--- config.mk ---
export PLATFORM = sky130hd
export DESIGN_NAME = iopb_mask
export DESIGN_NICKNAME = d
export VERILOG_FILES = /design/src/design/io_port_permission_bitmap_top_macros.svh /design/src/design/iopb_pkg.sv /design/src/design/iopb_mask.sv
export SDC_FILE = /design/constraint.sdc
export NUM_CORES = 1
export LEC_CHECK = 0
export BUFFER_PORTS_ARGS = -buffer_cell sky130_fd_sc_hd__clkbuf_2
export CORE_MARGIN = 1.5
export CORE_UTILIZATION = 39
export DETAILED_ROUTE_END_ITERATION = 8
export PLACE_DENSITY = 0.81
export SLEW_MARGIN = 20
export SYNTH_ARGS = -nofsm -noshare
export SYNTH_HDL_FRONTEND = slang
export SYNTH_SLANG_ARGS = --single-unit
--- constraint.sdc ---
create_clock -name vclk -period 1.1
set_input_delay 0.22 -clock vclk [all_inputs]
set_output_delay 0.22 -clock vclk [all_outputs]
set_load 0.005 [all_outputs]
--- src/design/io_port_permission_bitmap_top_macros.svh ---
// Assertion macros shared by the permission bitmap RTL.
// Included by modules that carry concurrent checks; no other dependencies.
`ifndef IO_PORT_PERMISSION_BITMAP_TOP_MACROS_SVH
`define IO_PORT_PERMISSION_BITMAP_TOP_MACROS_SVH
`ifndef ASSERT_OFF
`define IOPB_ASSERT(label, clk, rst, prop, msg) \
  label: assert property (@(posedge clk) disable iff (rst) prop) else $error(msg);
`define IOPB_ASSERT_ALWAYS(label, clk, prop, msg) \
  label: assert property (@(posedge clk) prop) else $error(msg);
`else
`define IOPB_ASSERT(label, clk, rst, prop, msg)
`define IOPB_ASSERT_ALWAYS(label, clk, prop, msg)
`endif
`endif

--- src/design/iopb_pkg.sv ---
// Types and constants for the I/O port permission bitmap.
// Used by every module of the block; depends on nothing.
package iopb_pkg;

  localparam int PORT_SPACE = 65536;
  localparam int WORD_BITS  = 32;
  localparam int WORD_COUNT = (PORT_SPACE + WORD_BITS - 1) / WORD_BITS;
  localparam int PORT_W     = 16;
  localparam int CNT_W      = 16;
  localparam int BIT_W      = $clog2(WORD_BITS);
  localparam int ADDR_W     = $clog2(WORD_COUNT);
  localparam int END_W      = PORT_W + 1;

  localparam logic [BIT_W-1:0]  TOP_BIT     = BIT_W'(WORD_BITS - 1);
  localparam logic [END_W-1:0]  SPACE_END   = END_W'(PORT_SPACE);
  localparam logic [ADDR_W-1:0] LAST_WORD   = ADDR_W'(WORD_COUNT - 1);

  typedef enum logic [1:0] {
    REQ_GRANT  = 2'd0,
    REQ_REVOKE = 2'd1,
    REQ_CHECK  = 2'd2,
    REQ_RANGE  = 2'd3
  } req_kind_t;

  typedef struct packed {
    logic                 we;
    logic [ADDR_W-1:0]    waddr;
    logic [WORD_BITS-1:0] wdata;
    logic                 re;
    logic [ADDR_W-1:0]    raddr;
  } iopb_mem_req_t;

  // inclusive bit span within one word
  typedef struct packed {
    logic [BIT_W-1:0] lo;
    logic [BIT_W-1:0] hi;
  } iopb_span_t;

endpackage

--- src/design/iopb_mask.sv ---
// Shared mask unit: builds the word mask for an inclusive bit span.
// Uses iopb_pkg for the span type and word width.
module iopb_mask
  import iopb_pkg::*;
(
  input  iopb_span_t           span,
  output logic [WORD_BITS-1:0] mask
);

  logic [WORD_BITS-1:0] lo_part;
  logic [WORD_BITS-1:0] hi_part;

  always_comb begin
    lo_part = {WORD_BITS{1'b1}} << span.lo;
    hi_part = {WORD_BITS{1'b1}} >> (TOP_BIT - span.hi);
    mask    = lo_part & hi_part;
  end

endmodule

==> results of run 1 <==
metrics by stage:
step           util [%]  TNS (ns)  std cells  area [um2]
3_3_place_gp       72.9     -5.33        157         972
3_5_place_dp       72.9     -6.03        157         972
2_1_floorplan         -    -0.111         91         663
cells by family after synthesis:
logic type | count (synthesis) | share of synthesized area (%)
simple gates | 34 | 32.4
buf+inv | 18 | 17.0
compound gates | 39 | 50.7
==> out/metrics.cfg, run 1 <==
[yosys]
ys_seq_area_share_pct = 0
synth.largest_area_cell = a211oi_1
syn_avg_cell_area_um2 = 6.24
netlist_top_cells_area = a211oi_1, buf_2, a221oi_1
synth_nets = 101
synth_cell_types = 33
synth_common_cells = buf_2, a211oi_1, nor2_1, a21oi_1, nor3_1
syn_inst = 91
yosys_warnings = 0
synth_area_um2 = 568
yosysMostFrequentCell = buf_2
synth_top_area_share_pct = 11.9

[floorplan]
die_x_um = 41.2
row_count = 13
die-height_um = 41.2
ioPinCount = 42
start_util_pct = 42.6

[placement]
finalWeightedCongestion = 0.858
dp_hpwl_um = 1830
dpl_worst_slack_ns = -0.299
numPortBuffers = 42

[status]
firstError = [ERROR DPL-0038] Utilization greater than 100%, impossible to legalize
outcome = aborted with a tool error
stop_stage = clock tree synthesis

[clock_network]
cts_hold_buf = 0
cts_setup_buffers = 10
cts-resized-gates = 62

==> run 2, diff against run 1 <==
--- a/config.mk
+++ b/config.mk
@@ -6,10 +6,10 @@
 export NUM_CORES = 1
 export LEC_CHECK = 0
 export BUFFER_PORTS_ARGS = -buffer_cell sky130_fd_sc_hd__clkbuf_2
-export CORE_MARGIN = 1.5
-export CORE_UTILIZATION = 39
+export CORE_AREA = 2 2 63 65
 export DETAILED_ROUTE_END_ITERATION = 8
-export PLACE_DENSITY = 0.81
+export DIE_AREA = 0 0 65 67
+export PLACE_DENSITY_LB_ADDON = 0.15
 export SLEW_MARGIN = 20
 export SYNTH_ARGS = -nofsm -noshare
 export SYNTH_HDL_FRONTEND = slang
==> constraint.sdc (replaced) <==
create_clock -name vclk -period 1.4
set_input_delay 0.28 -clock vclk [all_inputs]
set_output_delay 0.28 -clock vclk [all_outputs]
set_load 0.005 [all_outputs]
==> run 2 against run 1 <==
  * The flow now finishes, with violations (negative setup slack)
  * Synthesized area unchanged
  * Synthesized cell count unchanged
==> out/metrics.cfg, run 2 <==
[sta]
setup_ws_ns = -0.0673
min_period_over_period_pct = 105
period_needed_ns = 1.47
setup_viol = 3
drv_slew = 0
setup-tns-final_ns = -0.147
max_clock_freq_ghz = 0.682
finalHoldViolCount = 0
rsz0062_at_grt = yes
tightest_slew_ns = 0.318
slew-limit-headroom_pct = 78.8
hold_ws_ns = 0.899

[floorplan]
die-height_um = 67
start_util_pct = 15.8
ioPinCount = 42
die_x_um = 65
row_count = 22
core_area_um2 = 3610
die_area_um2 = 4360

[route]
drt_iter0_markers = 24
ant_nets = 0
vias_per_cell = 4.96
avgRoutedWirePerCell_um = 14.8
drc = 0
vias = 957
dr.pass1.iters = 4
routed_wl_um = 2860

[cells_and_area]
multiInputGateArea_um2 = 622
nNetsFinal = 157
final_common_cell = clkbuf_2
seq_cell_count = 0
stdcell_count = 193
final_util_pct = 33.1
diodes = 0
area.sequential_um2 = 0
drive_gt1_share_pct = 68.3
stdcell_area_um2 = 1190
n_fill_cell = 416
n_clock_buffer = 0
layout_common_cells = clkbuf_2, buf_4, buf_6
area_growth_pct = 110

[global_route]
grt_start_max_net_pins = 17
grt_pass1_vias = 912
grtUsageTotal_pct = 12.7
grt_pass1_wl_um = 4510
antenna_found_initial = 0
grt-ovfl-total = 0

[setup_path]
required_ns = 1.12
slowest_stage = or4_4
crit_path_start_kind = input port
cp_max_fo = 6
slowest_delay_ns = 0.54
worstSetupEndpointType = primary output
arrival_ns = 1.19
worstSetupPathType = in2out
path_cells = buf_8 -> or4_4 -> a21oi_2 -> buf_2

[yosys]
synth_nets = 101
syn_inst = 91
yosys_warnings = 0
synth.largest_area_cell = a211oi_1
synth_top_area_share_pct = 11.9
synth_cell_types = 33
yosysMostFrequentCell = buf_2
netlist_top_cells_area = a211oi_1, buf_2, a221oi_1
synth_area_um2 = 568
ys_seq_area_share_pct = 0
synth_common_cells = buf_2, a211oi_1, nor2_1, a21oi_1, nor3_1
syn_avg_cell_area_um2 = 6.24

[power]
powerDensity_nw_per_um2 = 304
peakVddDrop_uv = 88.7
cellLeakagePower_uw = 0.000520

[flow_run]
cap_violations = 0

[worst_hold_path]
hold_path_class = in2out

[placement]
dp_hpwl_um = 2120
numPortBuffers = 42
finalWeightedCongestion = 0.846
dp_cells = 191
placed_area_um2 = 945

[status]
violations = negative setup slack
outcome = finished with violations

[clock_network]
cts_hold_buf = 0

==> run 2: cell counts after synthesis <==
No cell type changed its count.
==> run 2: worst max-delay path: cells and delay by family <==
kind            cells  cell delay, ns
buf+inv             2            0.23
compound gates      1            0.14
simple gates        1            0.54
==> run 2: metrics by stage <==
stage | total power, uW | setup WS, ns
after global routing | 394 | -0.111
after CTS | 332 | -0.0738
after global placement | 280 | -0.136
after detailed placement | 282 | -0.143
final | 363 | -0.0673
after floorplan | 148 | 0.0650
==> run 2: layer usage <==
layer	global-route usage (%)	up-vias	part of all wire [%]
met5	0	-	0
met4	0	0	0
met3	0.845	0	4.1
met2	22.9	27	48
met1	17.6	462	48
li1	-	468	-
==> run 2: path summary, 6_finish.rpt <==
| path | endpoint | cells after the start | start |
|---|---|---|---|
| worst max-delay path | mask[16] | 4 | span[6] |
| worst min-delay path | mask[0] | 4 | span[7] |
==> run 2: area by class of cell <==
type / count / share of cell area, %
multi-input cells: 73 / 52.1
repair buffers: 70 / 42.2
well taps: 48 / 5.03
inverters: 2 / 0.629
==> run 2: repair_timing <==
action,4_1_cts,5_1_grt
endpoints found under the setup margin,28,31
setup buffers,0,2
endpoints found under the hold margin,0,0
gates resized for setup,33,33
pin swaps,9,8
==> run 2: power by group <==
part           switching (uW)  internal, uW  leakage (uW)
clock network               0             0             0
logic                     184           179      0.000520
registers                   0             0             0
total                     184           179      0.000520
==> run 2: kinds of logic (layout without fill, tap and decap cells) <==
family                 count (synthesis)  in the layout  synth area share, %
AO/OA/AOI/OAI                         39             39                 50.7
AND/OR/NAND/NOR                       34             34                 32.4
buffers and inverters                 18             72                 17.0
No activity file was read; power rests on OpenSTA's default activity.
