[src/design/io_port_permission_bitmap_top_macros.svh]
// Assertion macros shared by the permission bitmap RTL.
// Included by modules that carry concurrent checks; no other dependencies.
`ifndef IO_PORT_PERMISSION_BITMAP_TOP_MACROS_SVH
`define IO_PORT_PERMISSION_BITMAP_TOP_MACROS_SVH
`ifndef ASSERT_OFF
`define IOPB_ASSERT(label, clk, rst, prop, msg) \
  label: assert property (@(posedge clk) disable iff (rst) prop) else $error(msg);
`define IOPB_ASSERT_ALWAYS(label, clk, prop, msg) \
  label: assert property (@(posedge clk) prop) else $error(msg);
`else
`define IOPB_ASSERT(label, clk, rst, prop, msg)
`define IOPB_ASSERT_ALWAYS(label, clk, prop, msg)
`endif
`endif

[src/design/iopb_pkg.sv]
// Types and constants for the I/O port permission bitmap.
// Used by every module of the block; depends on nothing.
package iopb_pkg;

  localparam int PORT_SPACE = 65536;
  localparam int WORD_BITS  = 32;
  localparam int WORD_COUNT = (PORT_SPACE + WORD_BITS - 1) / WORD_BITS;
  localparam int PORT_W     = 16;
  localparam int CNT_W      = 16;
  localparam int BIT_W      = $clog2(WORD_BITS);
  localparam int ADDR_W     = $clog2(WORD_COUNT);
  localparam int END_W      = PORT_W + 1;

  localparam logic [BIT_W-1:0]  TOP_BIT     = BIT_W'(WORD_BITS - 1);
  localparam logic [END_W-1:0]  SPACE_END   = END_W'(PORT_SPACE);
  localparam logic [ADDR_W-1:0] LAST_WORD   = ADDR_W'(WORD_COUNT - 1);

  typedef enum logic [1:0] {
    REQ_GRANT  = 2'd0,
    REQ_REVOKE = 2'd1,
    REQ_CHECK  = 2'd2,
    REQ_RANGE  = 2'd3
  } req_kind_t;

  typedef struct packed {
    logic                 we;
    logic [ADDR_W-1:0]    waddr;
    logic [WORD_BITS-1:0] wdata;
    logic                 re;
    logic [ADDR_W-1:0]    raddr;
  } iopb_mem_req_t;

  // inclusive bit span within one word
  typedef struct packed {
    logic [BIT_W-1:0] lo;
    logic [BIT_W-1:0] hi;
  } iopb_span_t;

endpackage

[src/design/iopb_ctrl.sv]
// Sequencer: clears the bitmap after reset, then walks each request word by word.
// Uses iopb_pkg and the assertion macros; drives iopb_mem and iopb_mask.
`include "io_port_permission_bitmap_top_macros.svh"
module iopb_ctrl
  import iopb_pkg::*;
(
  input  logic                 clk,
  input  logic                 rst,
  input  logic                 in_valid,
  output logic                 in_ready,
  input  logic [1:0]           in_kind,
  input  logic [PORT_W-1:0]    in_port,
  input  logic [CNT_W-1:0]     in_count,
  output logic                 out_valid,
  input  logic                 out_ready,
  output logic                 out_allowed,
  output logic                 out_status,
  output iopb_mem_req_t        mem_req,
  input  logic [WORD_BITS-1:0] rdata,
  output iopb_span_t           span,
  input  logic [WORD_BITS-1:0] mask
);

  typedef enum logic [2:0] {
    ST_CLEAR,
    ST_IDLE,
    ST_RD,
    ST_CHK,
    ST_DONE
  } state_t;

  state_t            state;
  req_kind_t         kind;
  logic [BIT_W-1:0]  lo_bit;
  logic [BIT_W-1:0]  hi_bit;
  logic [ADDR_W-1:0] first_w;
  logic [ADDR_W-1:0] last_w;
  logic [ADDR_W-1:0] cur_w;
  logic              allowed_r;
  logic              status_r;

  logic [END_W-1:0]  end_sum;
  logic [END_W-1:0]  end_clip;
  logic [END_W-1:0]  end_m1;
  logic              empty;
  logic              accept;

  assign accept   = in_valid && in_ready;
  assign in_ready = (state == ST_IDLE);

  always_comb begin
    end_sum  = END_W'(in_port) + END_W'(in_count);
    end_clip = (end_sum > SPACE_END) ? SPACE_END : end_sum;
    empty    = (end_clip <= END_W'(in_port));
    end_m1   = end_clip - END_W'(1);
  end

  always_comb begin
    span.lo = (cur_w == first_w) ? lo_bit : '0;
    span.hi = (cur_w == last_w) ? hi_bit : TOP_BIT;
  end

  always_comb begin
    mem_req.we    = 1'b0;
    mem_req.waddr = cur_w;
    mem_req.wdata = '0;
    mem_req.re    = (state == ST_RD);
    mem_req.raddr = cur_w;
    case (state)
      ST_CLEAR: mem_req.we = 1'b1;
      ST_CHK: begin
        if (kind == REQ_GRANT) begin
          mem_req.we    = 1'b1;
          mem_req.wdata = rdata | mask;
        end else if (kind == REQ_REVOKE) begin
          mem_req.we    = 1'b1;
          mem_req.wdata = rdata & ~mask;
        end
      end
      default: mem_req.we = 1'b0;
    endcase
  end

  always_ff @(posedge clk) begin
    if (rst) begin
      state     <= ST_CLEAR;
      cur_w     <= '0;
      out_valid <= 1'b0;
    end else begin
      if (out_valid && out_ready && state != ST_DONE) begin
        out_valid <= 1'b0;
      end
      case (state)
        ST_CLEAR: begin
          cur_w <= cur_w + ADDR_W'(1);
          if (cur_w == LAST_WORD) begin
            state <= ST_IDLE;
          end
        end
        ST_IDLE: begin
          if (accept) begin
            kind      <= req_kind_t'(in_kind);
            lo_bit    <= in_port[BIT_W-1:0];
            hi_bit    <= end_m1[BIT_W-1:0];
            first_w   <= in_port[PORT_W-1:BIT_W];
            cur_w     <= in_port[PORT_W-1:BIT_W];
            allowed_r <= 1'b0;
            status_r  <= 1'b0;
            if (req_kind_t'(in_kind) == REQ_CHECK) begin
              last_w <= in_port[PORT_W-1:BIT_W];
              state  <= ST_RD;
            end else begin
              last_w <= end_m1[PORT_W-1:BIT_W];
              // an empty range touches nothing and succeeds
              state  <= empty ? ST_DONE : ST_RD;
            end
          end
        end
        ST_RD: state <= ST_CHK;
        ST_CHK: begin
          if (kind == REQ_CHECK) begin
            allowed_r <= rdata[lo_bit];
            state     <= ST_DONE;
          end else if (kind == REQ_RANGE && ((rdata & mask) != mask)) begin
            status_r <= 1'b1;
            state    <= ST_DONE;
          end else if (cur_w == last_w) begin
            state <= ST_DONE;
          end else begin
            cur_w <= cur_w + ADDR_W'(1);
            state <= ST_RD;
          end
        end
        ST_DONE: begin
          // hold the result until the output register is free
          if (!out_valid || out_ready) begin
            out_valid   <= 1'b1;
            out_allowed <= allowed_r;
            out_status  <= status_r;
            state       <= ST_IDLE;
          end
        end
        default: state <= ST_IDLE;
      endcase
    end
  end

  `IOPB_ASSERT(a_chk_after_rd, clk, rst, (state == ST_CHK) |-> ($past(state) == ST_RD), "word compare without a read")
  `IOPB_ASSERT(a_walk_bound, clk, rst, (state == ST_RD) |-> (cur_w <= last_w), "word walk past last word")
  `IOPB_ASSERT(a_write_owner, clk, rst, mem_req.we |-> (state == ST_CLEAR || state == ST_CHK), "bitmap write outside clear or update")
  `IOPB_ASSERT(a_one_flag, clk, rst, out_valid |-> !(out_allowed && out_status), "allowed and denied both set")

endmodule

[config.mk]
export PLATFORM = sky130hd
export DESIGN_NAME = iopb_ctrl
export DESIGN_NICKNAME = d
export VERILOG_FILES = /design/src/design/iopb_pkg.sv /design/src/design/iopb_ctrl.sv
export VERILOG_INCLUDE_DIRS = /design/src /design/src/design
export SDC_FILE = /design/constraint.sdc
export NUM_CORES = 1
export LEC_CHECK = 0
export BUFFER_PORTS_ARGS = -buffer_cell sky130_fd_sc_hd__buf_2
export CORE_AREA = 2 2 104 106
export CTS_CLUSTER_SIZE = 25
export DETAILED_ROUTE_END_ITERATION = 10
export DIE_AREA = 0 0 106 108
export PLACE_DENSITY = 0.8
export SETUP_SLACK_MARGIN = 0.1
export SKIP_LAST_GASP = 1
export SLEW_MARGIN = 20
export SYNTH_ARGS = -nofsm -noshare
export SYNTH_HDL_FRONTEND = slang
export SYNTH_SLANG_ARGS = --single-unit
[constraint.sdc]
create_clock -name clk -period 10.9 [get_ports clk]
set_clock_uncertainty 0.1 [all_clocks]
set_input_delay 2.18 -clock clk [delete_from_list [all_inputs] [get_ports clk]]
set_output_delay 2.18 -clock clk [all_outputs]
set_load 0.1 [all_outputs]
---- Word-level counts from Yosys, hierarchy flattened ----
Index checks and enable logic that the tools add are counted.
Widths: inputs -> output; s select.
operators by class
  $add $sub $neg .......................... 3
  magnitude comparators ................... 3
  equal/unequal tests ..................... 21
  mux-type cells .......................... 35
  bitwise logic cells ..................... 5
  reductions and logical operators ........ 16
operator list
  kind                   count
  $mux 32                3
  $and 32x32->32         2
  $mux 11                5
  $pmux 11 s3            1
  $ne 32x32->1           1
  $not 32->32            1
  $or 32x32->32          1
  $mux 3                 8
  $eq 11x11->1           2
  $add 16x16->17         1
  $gt 17x17->1 const B   1
  $le 17x16->1           1
  $mux 17                1
  $sub 16x1->16 const B  1
  $pmux 3 s5             1
  $ne 2x2->1 const B     7
  $add 11x1->11 const B  1
  $eq 11x11->1 const B   1
  $mux 1                 10
  $mux 5                 2
  $reduce_and 5->1       2
  $reduce_and 3->1       3
  $eq 2x2->1 const B     3
  $eq 3x2->1 const B     2
  other kinds (17)       22
word-level totals
  flip-flop bits (word level) ............. 53
  input bits .............................. 102
  output and inout port bits .............. 70
  word-level logic and storage cells ...... 95

---- Depth between registers and ports, before layout ----
  depth in word-level cells ............... 8
  depth in mapped cells ................... 21
  depth with buffers taken out ............ 20

---- Worst setup path before layout ----
Ideal clock, no wire load.
  kind .................................... input port to flip-flop
  from .................................... in in_port[0]
  to ...................................... reg state[2]
  library setup time ...................... 0.086 ns
  data arrival time ....................... 6.539 ns
  data required time ...................... 10.714 ns
  setup slack ............................. 4.175 ns
  stages .................................. 19
  path buffers ............................ 0
  cell sequence ........................... ha_1 -> fa_1 -> a21o_2 -> a221oi_4 -> xor2_2 -> nor4b_2 -> and4_4 -> nand4_4 -> o31a_2 -> nor2_1 -> ha_1 -> a21o_1 -> a21o_1 -> a21o_1 -> a21o_1 -> a221oi_1 -> a21oi_1 -> or4_1 -> a211oi_1
on the way
  longest elaborated chain between the ends .. 8
RTL lines
  what                  line              source
  start, declared       iopb_ctrl.sv:12   input logic [PORT_W-1:0] in_port,
  $add 16x16->17        iopb_ctrl.sv:52   end_sum = END_W'(in_port) + END_W'(in_count);
  $gt 17x17->1          iopb_ctrl.sv:53   end_clip = (end_sum > SPACE_END) ? SPACE_END : end_sum;
  $mux 17               iopb_ctrl.sv:53
  $le 17x16->1 (*)      iopb_ctrl.sv:54   empty = (end_clip <= END_W'(in_port));
  $mux 3 (*)            iopb_ctrl.sv:115  state <= empty ? ST_DONE : ST_RD;
  $mux 3 (*)            iopb_ctrl.sv:109  if (req_kind_t'(in_kind) == REQ_CHECK) begin
  $mux 3 (*)            iopb_ctrl.sv:101  if (accept) begin
  $pmux 3 s5 (*)        iopb_ctrl.sv:93   case (state)
  end signal, assigned  iopb_ctrl.sv:115
  end, declared         iopb_ctrl.sv:32   state_t state;
Every way passes the cells marked *; elsewhere a longest branch is shown, timed or not. The select of a mux whose other input is x is not followed.
A chain may end at the register's enable or synchronous reset.

---- Worst setup path in the final report ----
Ends and elaborated chain as after synthesis.

==> reports/results.ini <==
[worst_setup_path]
slowest_delay_ns = 0.68
crit_chain = buf_2 -> ha_1 -> fa_1 -> a21o_2 -> a221oi_4 -> xor2_2 -> nor4b_2 -> and4_4 -> nand4_4 -> o31ai_2 -> and2_4 -> ha_1 -> a21o_1 -> a21o_1 -> a21oi_1 -> o211ai_1 -> a221oi_1 -> a21oi_1 -> or4_1 -> a211oi_1
reg2reg_from = cur_w[8]
path_buf_inv = 1
cp.arrival_ns = 7.36
rrSetupSlack_ns = 8.07
critPathTopFamily = compound AO/OA/AOI/OAI gates
slowest_stage = o31ai_2
criticalPathCategory = input pin to flop
rr_worst_depth = 9
crit_path_end = state[2]
worst_setup_path_start_kind = input pin
endpoint_kind = flop
path_depth = 20
worstPathMaxFanout = 11
r2r_end = cur_w[6]
startpoint = in_port[0]
crit_required_ns = 11.03

[layout]
nets = 883
drive_gt1_frac = 0.294
synthToLayoutAreaGrowth_pct = 17.5
diodes = 0
fillerInstances = 943
regArea_um2 = 1440
fin_area_um2 = 6180
final_common_cell = buf_2
final_cell_mix = buf_2 (171), nor2_1 (93), inv_1 (45), edfxtp_1 (38), mux2i_1 (34)
multi_input_area_um2 = 3430
post-route-util = 0.605

[floorplanning]
chipHeight_um = 108
die_area_um2 = 11400
start_util = 0.514
fp.coreArea_um2 = 10200
core.rowCount = 37
die_x_um = 106
ios = 172

[global_routing]
grt_pass1_vias = 4770
grt_use_total = 0.262
grt_start_max_net_pins = 35
antenna_found_initial = 0
grt.overflow.total = 0
grt_pass1_wl_mm = 24.1

[timing]
finalSetupViolCount = 0
hold_viol = 0
drv_slew = 0
max-slew-margin-rel = 0.341
worst_slew_pin_slew_ns = 0.987
finalSetupTns_ns = 0
grt_setup_unrepaired = false
timing.fmax_mhz = 138
whs_ns = 0.332
period_share = 0.663
finalCriticalPeriod_ns = 7.23

[synthesis]
yosys_warnings = 0
ys_types = 76
avgSynthCellArea_um2 = 8.70
synth_area_um2 = 5260
synthArstFlopShare = 0
synth-main-ff-cell = edfxtp_1
ys_seq_area_frac = 0.274
synthesis.nets = 741
synth-edff-count = 38
synth_seq_cells = 53
synth_cells = 605

[place]
place_area_um2 = 6090
portBuffers = 171
gp_congestion = 0.964
post-dp-hpwl_mm = 12.5

[pwr]
power_density_nw_per_um2 = 89.6
leakagePower_uw = 0.00290
peakVddDrop_mv = 0.0741

[clock_tree]
cts.sinks = 53
cts_tree = yes
clockBufferDepth = 2
clk_pin_slew_ns = 0.10
ctsResizeCount = 0
htree_num_levels = 2
post_cts_buffers = 0
cts_inserted_buffers = 5
clk_latency_ns = 0.31
cts_root_buffer = clkbuf_8
ctsHoldBuffers = 0

[hold_path]
hold_depth = 0
hp-class = flop to flop

[drt]
drc = 0
dr.pass1.iters = 5
vias = 5132
routed_via_density = 5.81
ant_nets = 0
drt-total-wl_mm = 15.4
dr.first_iter.drc_count = 301
avgRoutedWirePerCell_um = 17.4

[status]
status = completed

[run]
cap_violations = 0

-- final cells by class --
cell class	instances	share of cell area
timing repair buffer	174	0.142
inverter	45	0.0273
clock buffer	5	0.0111
sequential	53	0.233
clock inverter	3	0.00405
multi-input combinational	468	0.555
tap	136	0.0275
-- stage by stage --
stage / power [µW] / cells / setup slack [ns]
2_1_floorplan: 381 / 605 / 4.18
3_3_place_gp: 432 / 876 / 3.56
3_5_place_dp: 436 / 876 / 3.44
4_1_cts: 553 / 884 / 3.74
5_1_grt: 583 / 884 / 3.37
6_report: 554 / 884 / 3.67
-- per-layer routing --
layer | share of wire | up-vias | global-route usage
met1 | 0.47 | 2456 | 0.374
met2 | 0.46 | 183 | 0.423
met3 | 0.060 | 21 | 0.0440
met5 | 0 | - | 0
li1 | - | 2472 | -
met4 | 0.014 | 0 | 0.0508
-- state kept, by name, summed over array words and instances (netlist names), 2 cells and up --
name and cells:
lo_bit 5, first_w 11, state 3, kind 2, cur_w 11, hi_bit 5, last_w 11
-- cell families (layout without fill, tap and decap cells) --
kind of cell / count (synthesis) / after routing / synth area share
flops: 53 / 53 / 0.274
compound gates: 134 / 134 / 0.182
simple gates: 216 / 216 / 0.210
buf+inv: 84 / 227 / 0.0754
mux: 45 / 45 / 0.110
fa+ha+maj: 34 / 34 / 0.0823
xor+xnor: 39 / 39 / 0.0663
-- synthesized netlist by cell type (all sizes together), types with 3 or more instances --
master   count  area (µm²)
o21ai       23         119
nand3       10        50.1
dfxtp       15         300
nor2b       20         125
a22oi        6        45.0
and3        12        78.8
mux4        10         225
xor2         9        86.3
buf         15         118
nor3b        6        45.0
or3          3        18.8
nand2b      11        68.8
nor3        12        60.1
a2bb2oi      5        43.8
a211oi       4        35.0
o211ai       5        37.5
inv         45         169
nand4       12        90.1
or4          3        22.5
a31oi        5        31.3
a21o        14         108
ha          33         413
clkbuf      24         110
nand2       17        63.8
a2111oi      7        61.3
o31ai        4        40.0
mux2i       34         340
a21oi       31         159
and2         7        47.6
xnor2       30         263
nor2        93         349
o22ai        9        56.3
edfxtp      38        1140
-- where the power goes --
group / internal (µW) / switching [µW]
combinational: 87.5 / 127
sequential: 219 / 2.23
clock: 47.0 / 70.6
total: 354 / 200
-- worst reg2reg max path, delay by kind of cell (launching register included) --
kind	cells	cell delay, ns
and+or+nand+nor	5	1.12
AOI/OAI and AO/OA	3	0.80
DFF	1	0.53
xor gates and xnor gates	1	0.17
-- worst min path at each step --
stage | start | to
finish | status_r | out_status
global route | status_r | out_status
CTS | status_r | out_status
detailed placement | status_r | out_status
global placement | status_r | out_status
floorplan | allowed_r | out_allowed
(Power assumes the default switching activity.)
